$ cat config.mk
export PLATFORM = sky130hd
export DESIGN_NAME = synth_voice_allocator_unit_flat
export DESIGN_NICKNAME = d
export VERILOG_FILES = /design/src/rtl/svalloc_pkg.sv /design/src/rtl/svalloc_if.sv /design/src/rtl/synth_voice_allocator_unit.sv /design/src/flat_wrapper.sv
export SDC_FILE = /design/constraint.sdc
export NUM_CORES = 1
export LEC_CHECK = 0
export ABC_AREA = 1
export BUFFER_PORTS_ARGS = -buffer_cell sky130_fd_sc_hd__buf_2
export CAP_MARGIN = 20
export CORE_ASPECT_RATIO = 2
export CORE_MARGIN = 1.5
export CORE_UTILIZATION = 45
export CTS_CLUSTER_DIAMETER = 80
export DETAILED_ROUTE_END_ITERATION = 8
export PLACE_DENSITY = 0.65
export SYNTH_ARGS = -nofsm -noshare
export SYNTH_HDL_FRONTEND = slang
export SYNTH_SLANG_ARGS = --single-unit
$ cat constraint.sdc
create_clock -name clk_i -period 3 [get_ports clk_i]
set_input_delay 0.3 -clock clk_i [delete_from_list [all_inputs] [get_ports clk_i]]
set_output_delay 0.3 -clock clk_i [all_outputs]
set_load 0.01 [all_outputs]
$ cat src/rtl/svalloc_pkg.sv
// Package for the voice allocator: slot kind codes, slot record layout and field widths.
// Used by the channel interfaces and by the top level; depends on nothing.
package svalloc_pkg;

  localparam int NOTE_W = 7;
  localparam int VEL_W  = 7;
  localparam int KIND_W = 2;

  typedef enum logic [KIND_W-1:0] {
    KIND_RELEASED = 2'd0,
    KIND_PRESSED  = 2'd1,
    KIND_HELD     = 2'd2
  } kind_e;

  typedef struct packed {
    kind_e             kind;
    logic [NOTE_W-1:0] note;
    logic [VEL_W-1:0]  vel;
  } slot_t;

  localparam slot_t SLOT_RESET = '{kind: KIND_RELEASED, note: '0, vel: '0};

endpackage

$ cat src/rtl/svalloc_if.sv
// Valid/ready channel interfaces of the voice allocator: key requests, voice requests
// and the mode register write channel. Depends on svalloc_pkg.
interface svalloc_key_if;
  logic                            valid;
  logic                            ready;
  logic                            event_kind;
  logic [svalloc_pkg::NOTE_W-1:0]  note_number;
  logic [svalloc_pkg::VEL_W-1:0]   key_velocity;

  modport source (output valid, event_kind, note_number, key_velocity, input ready);
  modport sink   (input valid, event_kind, note_number, key_velocity, output ready);
endinterface

interface svalloc_voice_if #(
  parameter int IDX_W = 3
);
  logic                            valid;
  logic                            ready;
  logic [IDX_W-1:0]                voice_index;
  logic [svalloc_pkg::KIND_W-1:0]  out_kind;
  logic [svalloc_pkg::NOTE_W-1:0]  out_note;
  logic [svalloc_pkg::VEL_W-1:0]   out_velocity;

  modport source (output valid, voice_index, out_kind, out_note, out_velocity, input ready);
  modport sink   (input valid, voice_index, out_kind, out_note, out_velocity, output ready);
endinterface

interface svalloc_cfg_if;
  logic valid;
  logic ready;
  logic mono_mode;

  modport source (output valid, mono_mode, input ready);
  modport sink   (input valid, mono_mode, output ready);
endinterface

$ cat src/rtl/synth_voice_allocator_unit.sv
// Top level of the synthesizer voice allocator: slot memory, scan sequencer and output register.
// Depends on svalloc_pkg and the channel interfaces in svalloc_if.sv.
//
// Each key request is taken only when the allocator is idle. For each request the allocator
// reads every slot through the single registered read port of the slot memory, evaluates the
// last slot read, writes back on the single write port in ST_DECIDE and, for a second slot, in
// ST_WR2, loads any voice request into the output register in ST_FINISH, then returns to idle.
// The load waits while an earlier voice request still sits unaccepted in the output register.
// A finished voice request waits in that register while the next key request is accepted.
// Slots come out of reset released through per-slot valid bits, so no clearing pass is run.
// The user must see that the mode register is written through cfg_i only while the allocator
// is idle; the block does not enforce this. cfg_i is always ready. The voice_o interface
// must be instantiated with IDX_W = $clog2(NUM_VOICES).
module synth_voice_allocator_unit #(
  parameter int NUM_VOICES = 6
) (
  input  logic              clk_i,
  input  logic              rst_ni,
  svalloc_cfg_if.sink       cfg_i,
  svalloc_key_if.sink       key_i,
  svalloc_voice_if.source   voice_o
);
  import svalloc_pkg::*;

  localparam int IdxW = $clog2(NUM_VOICES);
  localparam int CntW = $clog2(NUM_VOICES + 1);
  localparam logic [IdxW-1:0] LastIdx = IdxW'(NUM_VOICES - 1);
  localparam logic [CntW-1:0] CntEnd  = CntW'(NUM_VOICES);

  typedef enum logic [2:0] {
    ST_IDLE,
    ST_SCAN,
    ST_DECIDE,
    ST_WR2,
    ST_FINISH
  } state_e;

  state_e              state_q;
  logic [CntW-1:0]     cnt_q;
  logic                rv_q;
  logic [IdxW-1:0]     rd_idx_q;
  slot_t               rdata_q;
  slot_t               mem_q [NUM_VOICES];
  logic [NUM_VOICES-1:0] vld_q;
  logic                mono_q;
  logic [IdxW-1:0]     next_slot_q;

  logic                req_press_q;
  logic [NOTE_W-1:0]   req_note_q;
  logic [VEL_W-1:0]    req_vel_q;

  logic                m_found_q, hi_found_q, lo_found_q, park_found_q, best_found_q;
  logic [IdxW-1:0]     m_idx_q, hi_idx_q, lo_idx_q, park_idx_q, best_idx_q;
  logic [NOTE_W-1:0]   best_note_q;
  logic [VEL_W-1:0]    best_vel_q;
  slot_t               s0_q;

  logic                w2_en_q;
  logic [IdxW-1:0]     w2_addr_q;
  slot_t               w2_data_q;
  logic                res_en_q;
  logic [IdxW-1:0]     res_idx_q;
  kind_e               res_kind_q;
  logic [NOTE_W-1:0]   res_note_q;
  logic [VEL_W-1:0]    res_vel_q;

  logic                out_valid_q;
  logic [IdxW-1:0]     out_idx_q;
  logic [KIND_W-1:0]   out_kind_q;
  logic [NOTE_W-1:0]   out_note_q;
  logic [VEL_W-1:0]    out_vel_q;

  logic                rd_en;
  logic [IdxW-1:0]     rd_addr;
  slot_t               entry;
  logic                note_eq, is_match;
  logic                out_load;

  logic                w1_en, w2_en, res_en, ns_en;
  logic [IdxW-1:0]     w1_addr, w2_addr, res_idx, ns_val, press_idx;
  slot_t               w1_data, w2_data;
  kind_e               res_kind;
  logic [NOTE_W-1:0]   res_note;
  logic [VEL_W-1:0]    res_vel;

  logic                mem_we;
  logic [IdxW-1:0]     mem_wa;
  slot_t               mem_wd;

  assign key_i.ready = (state_q == ST_IDLE);
  assign cfg_i.ready = 1'b1;

  assign voice_o.valid        = out_valid_q;
  assign voice_o.voice_index  = out_idx_q;
  assign voice_o.out_kind     = out_kind_q;
  assign voice_o.out_note     = out_note_q;
  assign voice_o.out_velocity = out_vel_q;

  assign rd_en   = (state_q == ST_SCAN) && (cnt_q < CntEnd);
  assign rd_addr = cnt_q[IdxW-1:0];

  assign out_load = (state_q == ST_FINISH) && res_en_q && (!out_valid_q || voice_o.ready);

  // Slots never written read as released.
  assign entry    = vld_q[rd_idx_q] ? rdata_q : SLOT_RESET;
  assign note_eq  = (entry.note == req_note_q);
  assign is_match = note_eq && (mono_q ? (entry.kind != KIND_RELEASED)
                                       : (entry.kind == KIND_PRESSED));

  always_comb begin
    w1_en     = 1'b0;
    w1_addr   = '0;
    w1_data   = SLOT_RESET;
    w2_en     = 1'b0;
    w2_addr   = '0;
    w2_data   = SLOT_RESET;
    res_en    = 1'b0;
    res_idx   = '0;
    res_kind  = KIND_RELEASED;
    res_note  = req_note_q;
    res_vel   = req_vel_q;
    ns_en     = 1'b0;
    ns_val    = '0;
    press_idx = next_slot_q;
    if (m_found_q) begin
      press_idx = m_idx_q;
    end else if (hi_found_q) begin
      press_idx = hi_idx_q;
    end else if (lo_found_q) begin
      press_idx = lo_idx_q;
    end
    if (!mono_q) begin
      if (req_press_q) begin
        w1_en    = 1'b1;
        w1_addr  = press_idx;
        w1_data  = '{kind: KIND_PRESSED, note: req_note_q, vel: req_vel_q};
        res_en   = 1'b1;
        res_idx  = press_idx;
        res_kind = KIND_PRESSED;
        if (!m_found_q) begin
          ns_en  = 1'b1;
          ns_val = (press_idx == LastIdx) ? '0 : press_idx + 1'b1;
        end
      end else if (m_found_q) begin
        w1_en    = 1'b1;
        w1_addr  = m_idx_q;
        w1_data  = '{kind: KIND_RELEASED, note: req_note_q, vel: req_vel_q};
        res_en   = 1'b1;
        res_idx  = m_idx_q;
        res_kind = KIND_RELEASED;
      end
    end else if (req_press_q) begin
      if (s0_q.kind == KIND_PRESSED || s0_q.kind == KIND_HELD) begin
        if (s0_q.note < req_note_q) begin
          w1_en    = park_found_q;
          w1_addr  = park_idx_q;
          w1_data  = '{kind: KIND_HELD, note: s0_q.note, vel: s0_q.vel};
          w2_en    = 1'b1;
          w2_data  = '{kind: KIND_HELD, note: req_note_q, vel: req_vel_q};
          res_en   = 1'b1;
          res_kind = KIND_HELD;
        end else if (s0_q.note > req_note_q) begin
          w1_en   = park_found_q;
          w1_addr = park_idx_q;
          w1_data = '{kind: KIND_HELD, note: req_note_q, vel: req_vel_q};
        end
      end else begin
        w1_en    = 1'b1;
        w1_data  = '{kind: KIND_PRESSED, note: req_note_q, vel: req_vel_q};
        res_en   = 1'b1;
        res_kind = KIND_PRESSED;
      end
    end else if (m_found_q) begin
      if (m_idx_q == '0) begin
        res_en = 1'b1;
        if (best_found_q) begin
          w1_en    = 1'b1;
          w1_addr  = best_idx_q;
          w1_data  = '{kind: KIND_RELEASED, note: best_note_q, vel: best_vel_q};
          w2_en    = 1'b1;
          w2_data  = '{kind: KIND_HELD, note: best_note_q, vel: best_vel_q};
          res_kind = KIND_HELD;
          res_note = best_note_q;
          res_vel  = best_vel_q;
        end else begin
          w1_en    = 1'b1;
          w1_data  = '{kind: KIND_RELEASED, note: req_note_q, vel: req_vel_q};
          res_kind = KIND_RELEASED;
        end
      end else begin
        w1_en   = 1'b1;
        w1_addr = m_idx_q;
        w1_data = '{kind: KIND_RELEASED, note: req_note_q, vel: req_vel_q};
      end
    end
  end

  assign mem_we = ((state_q == ST_DECIDE) && w1_en) || ((state_q == ST_WR2) && w2_en_q);
  assign mem_wa = (state_q == ST_WR2) ? w2_addr_q : w1_addr;
  assign mem_wd = (state_q == ST_WR2) ? w2_data_q : w1_data;

  always_ff @(posedge clk_i) begin
    if (mem_we) begin
      mem_q[mem_wa] <= mem_wd;
    end
    if (rd_en) begin
      rdata_q <= mem_q[rd_addr];
    end
  end

  always_ff @(posedge clk_i or negedge rst_ni) begin
    if (!rst_ni) begin
      state_q      <= ST_IDLE;
      cnt_q        <= '0;
      rv_q         <= 1'b0;
      rd_idx_q     <= '0;
      vld_q        <= '0;
      mono_q       <= 1'b0;
      next_slot_q  <= '0;
      req_press_q  <= 1'b0;
      req_note_q   <= '0;
      req_vel_q    <= '0;
      m_found_q    <= 1'b0;
      hi_found_q   <= 1'b0;
      lo_found_q   <= 1'b0;
      park_found_q <= 1'b0;
      best_found_q <= 1'b0;
      m_idx_q      <= '0;
      hi_idx_q     <= '0;
      lo_idx_q     <= '0;
      park_idx_q   <= '0;
      best_idx_q   <= '0;
      best_note_q  <= '0;
      best_vel_q   <= '0;
      s0_q         <= SLOT_RESET;
      w2_en_q      <= 1'b0;
      w2_addr_q    <= '0;
      w2_data_q    <= SLOT_RESET;
      res_en_q     <= 1'b0;
      res_idx_q    <= '0;
      res_kind_q   <= KIND_RELEASED;
      res_note_q   <= '0;
      res_vel_q    <= '0;
      out_valid_q  <= 1'b0;
      out_idx_q    <= '0;
      out_kind_q   <= '0;
      out_note_q   <= '0;
      out_vel_q    <= '0;
    end else begin
      if (cfg_i.valid) begin
        mono_q <= cfg_i.mono_mode;
      end
      if (mem_we) begin
        vld_q[mem_wa] <= 1'b1;
      end
      if (out_load) begin
        out_valid_q <= 1'b1;
      end else if (out_valid_q && voice_o.ready) begin
        out_valid_q <= 1'b0;
      end
      rv_q     <= rd_en;
      rd_idx_q <= rd_addr;
      case (state_q)
        ST_IDLE: begin
          if (key_i.valid) begin
            req_press_q  <= key_i.event_kind;
            req_note_q   <= key_i.note_number;
            req_vel_q    <= key_i.key_velocity;
            cnt_q        <= '0;
            m_found_q    <= 1'b0;
            hi_found_q   <= 1'b0;
            lo_found_q   <= 1'b0;
            park_found_q <= 1'b0;
            best_found_q <= 1'b0;
            state_q      <= ST_SCAN;
          end
        end
        ST_SCAN: begin
          if (rd_en) begin
            cnt_q <= cnt_q + 1'b1;
          end
          if (rv_q) begin
            if (is_match && !m_found_q) begin
              m_found_q <= 1'b1;
              m_idx_q   <= rd_idx_q;
            end
            if (entry.kind != KIND_PRESSED) begin
              if (rd_idx_q >= next_slot_q && !hi_found_q) begin
                hi_found_q <= 1'b1;
                hi_idx_q   <= rd_idx_q;
              end
              if (rd_idx_q < next_slot_q && !lo_found_q) begin
                lo_found_q <= 1'b1;
                lo_idx_q   <= rd_idx_q;
              end
            end
            if (rd_idx_q == '0) begin
              s0_q <= entry;
            end else begin
              if (entry.kind == KIND_RELEASED && !park_found_q) begin
                park_found_q <= 1'b1;
                park_idx_q   <= rd_idx_q;
              end
              if (entry.kind == KIND_HELD && (!best_found_q || entry.note > best_note_q)) begin
                best_found_q <= 1'b1;
                best_idx_q   <= rd_idx_q;
                best_note_q  <= entry.note;
                best_vel_q   <= entry.vel;
              end
            end
          end
          if (cnt_q == CntEnd) begin
            state_q <= ST_DECIDE;
          end
        end
        ST_DECIDE: begin
          w2_en_q    <= w2_en;
          w2_addr_q  <= w2_addr;
          w2_data_q  <= w2_data;
          res_en_q   <= res_en;
          res_idx_q  <= res_idx;
          res_kind_q <= res_kind;
          res_note_q <= res_note;
          res_vel_q  <= res_vel;
          if (ns_en) begin
            next_slot_q <= ns_val;
          end
          state_q <= w2_en ? ST_WR2 : ST_FINISH;
        end
        ST_WR2: begin
          state_q <= ST_FINISH;
        end
        ST_FINISH: begin
          if (!res_en_q) begin
            state_q <= ST_IDLE;
          end else if (out_load) begin
            out_idx_q   <= res_idx_q;
            out_kind_q  <= res_kind_q;
            out_note_q  <= res_note_q;
            out_vel_q   <= res_vel_q;
            state_q     <= ST_IDLE;
          end
        end
        default: begin
          state_q <= ST_IDLE;
        end
      endcase
    end
  end

`ifndef SYNTH
  a_next_slot_range: assert property (@(posedge clk_i) disable iff (!rst_ni)
    next_slot_q <= LastIdx)
    else $error("round-robin pointer out of range");

  a_held_on_voice0: assert property (@(posedge clk_i) disable iff (!rst_ni)
    (out_valid_q && out_kind_q == KIND_HELD) |-> (out_idx_q == '0))
    else $error("held request not on voice 0");

  a_no_write_in_scan: assert property (@(posedge clk_i) disable iff (!rst_ni)
    (state_q == ST_SCAN) |-> !mem_we)
    else $error("slot write during scan");

  a_kind_code: assert property (@(posedge clk_i) disable iff (!rst_ni)
    out_valid_q |-> (out_kind_q != 2'd3))
    else $error("invalid request kind");
`endif

endmodule

$ cat src/flat_wrapper.sv
// flat-port wrapper written by rule: the top's interface ports become plain ports
module synth_voice_allocator_unit_flat import svalloc_pkg::*;
#(
  parameter int NUM_VOICES = 6
)
  (clk_i, rst_ni, cfg_i_valid, cfg_i_mono_mode, cfg_i_ready, key_i_valid, key_i_event_kind, key_i_note_number, key_i_key_velocity, key_i_ready, voice_o_valid, voice_o_voice_index, voice_o_out_kind, voice_o_out_note, voice_o_out_velocity, voice_o_ready);
  svalloc_cfg_if cfg_i_i ();
  svalloc_key_if key_i_i ();
  svalloc_voice_if #(.IDX_W(($clog2(NUM_VOICES)))) voice_o_i ();
  input  logic clk_i;
  input  logic rst_ni;
  input wire logic [$bits(cfg_i_i.valid)-1:0] cfg_i_valid;
  input wire logic [$bits(cfg_i_i.mono_mode)-1:0] cfg_i_mono_mode;
  output wire logic [$bits(cfg_i_i.ready)-1:0] cfg_i_ready;
  input wire logic [$bits(key_i_i.valid)-1:0] key_i_valid;
  input wire logic [$bits(key_i_i.event_kind)-1:0] key_i_event_kind;
  input wire logic [$bits(key_i_i.note_number)-1:0] key_i_note_number;
  input wire logic [$bits(key_i_i.key_velocity)-1:0] key_i_key_velocity;
  output wire logic [$bits(key_i_i.ready)-1:0] key_i_ready;
  output wire logic [$bits(voice_o_i.valid)-1:0] voice_o_valid;
  output wire logic [$bits(voice_o_i.voice_index)-1:0] voice_o_voice_index;
  output wire logic [$bits(voice_o_i.out_kind)-1:0] voice_o_out_kind;
  output wire logic [$bits(voice_o_i.out_note)-1:0] voice_o_out_note;
  output wire logic [$bits(voice_o_i.out_velocity)-1:0] voice_o_out_velocity;
  input wire logic [$bits(voice_o_i.ready)-1:0] voice_o_ready;
  assign cfg_i_i.valid = cfg_i_valid;
  assign cfg_i_i.mono_mode = cfg_i_mono_mode;
  assign cfg_i_ready = cfg_i_i.ready;
  assign key_i_i.valid = key_i_valid;
  assign key_i_i.event_kind = key_i_event_kind;
  assign key_i_i.note_number = key_i_note_number;
  assign key_i_i.key_velocity = key_i_key_velocity;
  assign key_i_ready = key_i_i.ready;
  assign voice_o_valid = voice_o_i.valid;
  assign voice_o_voice_index = voice_o_i.voice_index;
  assign voice_o_out_kind = voice_o_i.out_kind;
  assign voice_o_out_note = voice_o_i.out_note;
  assign voice_o_out_velocity = voice_o_i.out_velocity;
  assign voice_o_i.ready = voice_o_ready;
  synth_voice_allocator_unit #(.NUM_VOICES(NUM_VOICES)) u_core (.clk_i(clk_i), .rst_ni(rst_ni), .cfg_i(cfg_i_i), .key_i(key_i_i), .voice_o(voice_o_i));
endmodule
==> flow_summary.json <==
{
  "num_rows": 81,
  "core_um2": 24400,
  "synth_edf_count": 112,
  "p_leak_nw": 5.42,
  "syn_to_final_growth_pct": 14.5,
  "ant_nets": 0,
  "yosys_warnings": 0,
  "holdPathEnd": "u_core.req_vel_q[6]",
  "cts_sinks": 251,
  "antenna_cells": 0,
  "fin_crit_sh_pct": 93.1,
  "grt_pass1_wl_um": 41900,
  "drcViolationCount": 0,
  "dpl_worst_slack_ns": 0.133,
  "dp_hpwl_um": 18000,
  "wl_um": 25900,
  "cp_max_fo": 14,
  "hold_depth": 3,
  "worstSetupPathType": "flip-flop to flip-flop",
  "crit_arrival_ns": 3.05,
  "htree_levels": 1,
  "critPathRequiredTime_ns": 3.25,
  "hold_slack_ns": 0.0108,
  "grt_overflow_total": 0,
  "power_density_nw_per_um2": 1050,
  "avgViaCountPerCell": 5.34,
  "hold_viol_final": 0,
  "syn_area_um2": 11200,
  "drive_above_1_share_pct": 12.2,
  "design.final.nets": 1235,
  "fin_crit_ns": 2.79,
  "status": "complete, no violations",
  "clock_latency_ns": 0.52,
  "yosysSeqAreaShare_pct": 61.0,
  "reg2reg_to": "u_core.mem_q[1][10]",
  "r2r_setup_slack_ns": 0.21,
  "cts_tree": "done",
  "clk_path_buf_depth": 3,
  "worst_setup_path_start_kind": "flip-flop",
  "reg2regPathDepth": 10,
  "syn_avg_cell_area_um2": 9.86,
  "grt_setup_unrepaired": "false",
  "gp_congestion": 0.878,
  "syn_nets": 1177,
  "ir_worst_vdd_mv": 0.430,
  "maxCapViolCount": 0,
  "layout_setup_ws_ns": 0.207,
  "final_cells": 1542,
  "place_inst": 1490,
  "numCtsBuffers": 21,
  "grt_pass1_vias": 8261,
  "synth-seq-cells": 251,
  "yosys.cell_types.count": 44,
  "slew_viol_final": 0,
  "dr.first_iter.drc_count": 518,
  "timing.hold.worst.start": "key_i_key_velocity[6]",
  "grt_max_degree": 75,
  "vias": 8238,
  "io_buffers": 41,
  "dr.pass1.iters": 5,
  "die_y_um": 226,
  "fmax_mhz": 358,
  "syn-instance-count": 1137,
  "timing.rr.start": "u_core.req_note_q[6]",
  "initial_core_util_pct": 45.9,
  "wl_per_cell_um": 16.8,
  "critical_path.endpoint_type": "flip-flop",
  "die_w_um": 115,
  "async_flop_share_pct": 55.4,
  "io_pins": 43,
  "setup_viol": 0,
  "clk_pin_slew_ns": 0.07,
  "tns_ns": 0,
  "synth_flop_cell": "dfrtp_1",
  "dieArea_um2": 25900,
  "clock-skew-final_ns": 0.0113,
  "root_buffer": "clkbuf_16",
  "antenna_found_initial": 0,
  "hp-class": "primary input to flip-flop",
  "relSlewSlack_pct": 52.9,
  "tightest_slew_ns": 0.707,
  "grtUsageTotal_pct": 20.6
}
-- sequential cells by signal (all words and copies together), names as in the netlist, 14 cells and up --
| name | flops |
|---|---|
| u_core.s0_q | 16 |
| u_core.mem_q | 96 |
| u_core.w2_data_q | 14 |
| u_core.rdata_q | 16 |
-- through the flow --
stage	power (mW)	area, µm²	utilization [%]
floorplan	8.97	11200	-
global placement	10.5	11900	48.9
detailed placement	10.6	11900	48.9
CTS	13.5	12800	52.4
global route	14.5	12800	52.5
finish	13.5	12800	52.5
-- routing by layer --
layer	GRT usage (%)	vias up	wire, µm
li1	-	4033	-
met1	24.0	3955	10600
met2	37.6	188	13500
met3	2.25	62	1010
met4	9.07	0	877
met5	0	-	0
-- critical path: stages, from the launching register on --
cell,delay [ns]
dfrtp_1,0.39
inv_1,0.15
ha_1,0.34
nand2_1,0.07
nor2_1,0.15
nand2_1,0.11
nand3_1,0.16
nand2_1,0.36
o21ai_0,0.28
a21oi_1,0.11
a21oi_1,0.41
-- cell usage after synthesis, types with 16 or more instances --
cell      instances  area, µm²
nor2_1           62        233
nand2_1         247        927
nand3_1          23        115
o21ai_0         116        581
o21ai_1          29        145
ha_1             19        238
o22ai_1          31        194
clkbuf_1         33        124
dfrtp_1         139       3480
edfxtp_1        112       3360
a32o_1           16        160
inv_1            99        372
a21oi_1          89        445
-- repair_timing --
action | in CTS | in global routing
setup endpoints to repair | 0 | 43
endpoints found under the hold margin | 83 | 0
hold buffers | 13 | 0
setup buffers | 0 | 1
gates resized for setup | 0 | 10
-- how the worst max path moves through the flow --
stage                                     from                   end  slack [ns]  cells past startpoint
after floorplan           u_core.req_note_q[6]    u_core.mem_q[1][0]        0.34                     14
after detailed placement    u_core.rd_idx_q[0]  u_core.best_vel_q[4]        0.13                     19
after global routing        u_core.rd_idx_q[0]  u_core.best_vel_q[4]       0.005                     19
after global placement      u_core.rd_idx_q[0]  u_core.best_vel_q[3]        0.23                     19
final                     u_core.req_note_q[6]   u_core.mem_q[1][10]        0.21                     10
after CTS                   u_core.rd_idx_q[0]  u_core.best_vel_q[3]        0.09                     19
-- cell usage in the layout (no fill, tap or decap), types with 3 or more instances in the layout --
cell type	count
a31oi_1	5
o22ai_1	31
dlygate4sd3_1	13
inv_2	10
inv_1	99
mux2_2	4
mux2i_1	4
a22oi_1	15
a21oi_2	9
clkinv_1	6
nand3_1	23
a32o_1	16
buf_4	27
o21ai_1	29
nor2_1	62
nor3_1	5
clkbuf_16	21
nor2_2	3
bufinv_16	4
clkinv_2	3
ha_1	19
dfrtp_1	138
buf_2	40
nand2_2	6
a21oi_1	83
edfxtp_1	112
buf_12	7
nand2_1	246
nand4_1	8
o211ai_1	15
o21ai_0	116
-- power by group --
group	internal [mW]	leakage [nW]	switching, mW
sequential	4.84	2.84	0.558
clock	1.63	0.342	1.21
combinational	1.75	2.24	3.50
total	8.23	5.42	5.27
-- kinds of logic (layout without fill, tap and decap cells) --
| logic type | Yosys count | after routing | share of synthesized area (%) |
|---|---|---|---|
| AOI/OAI and AO/OA | 327 | 327 | 16.7 |
| xor gates and xnor gates | 2 | 2 | 0.156 |
| adders and majority gates | 19 | 19 | 2.12 |
| buffers and inverters | 164 | 237 | 5.78 |
| DFF | 251 | 251 | 61.0 |
| muxes | 8 | 8 | 0.759 |
| other | 1 | 1 | 0.0335 |
| and+or+nand+nor | 365 | 365 | 13.4 |
-- cell type report --
class                           instances  area (µm²)
Clock buffer                           23         533
Clock inverter                         15         175
Tap cell                              332         415
Timing Repair Buffer                   89         696
Inverter                              110         413
Sequential cell                       251        6840
Multi-Input combinational cell        722        3760
Fill cell                            2154       11600
No activity file was read; power rests on OpenSTA's default activity.
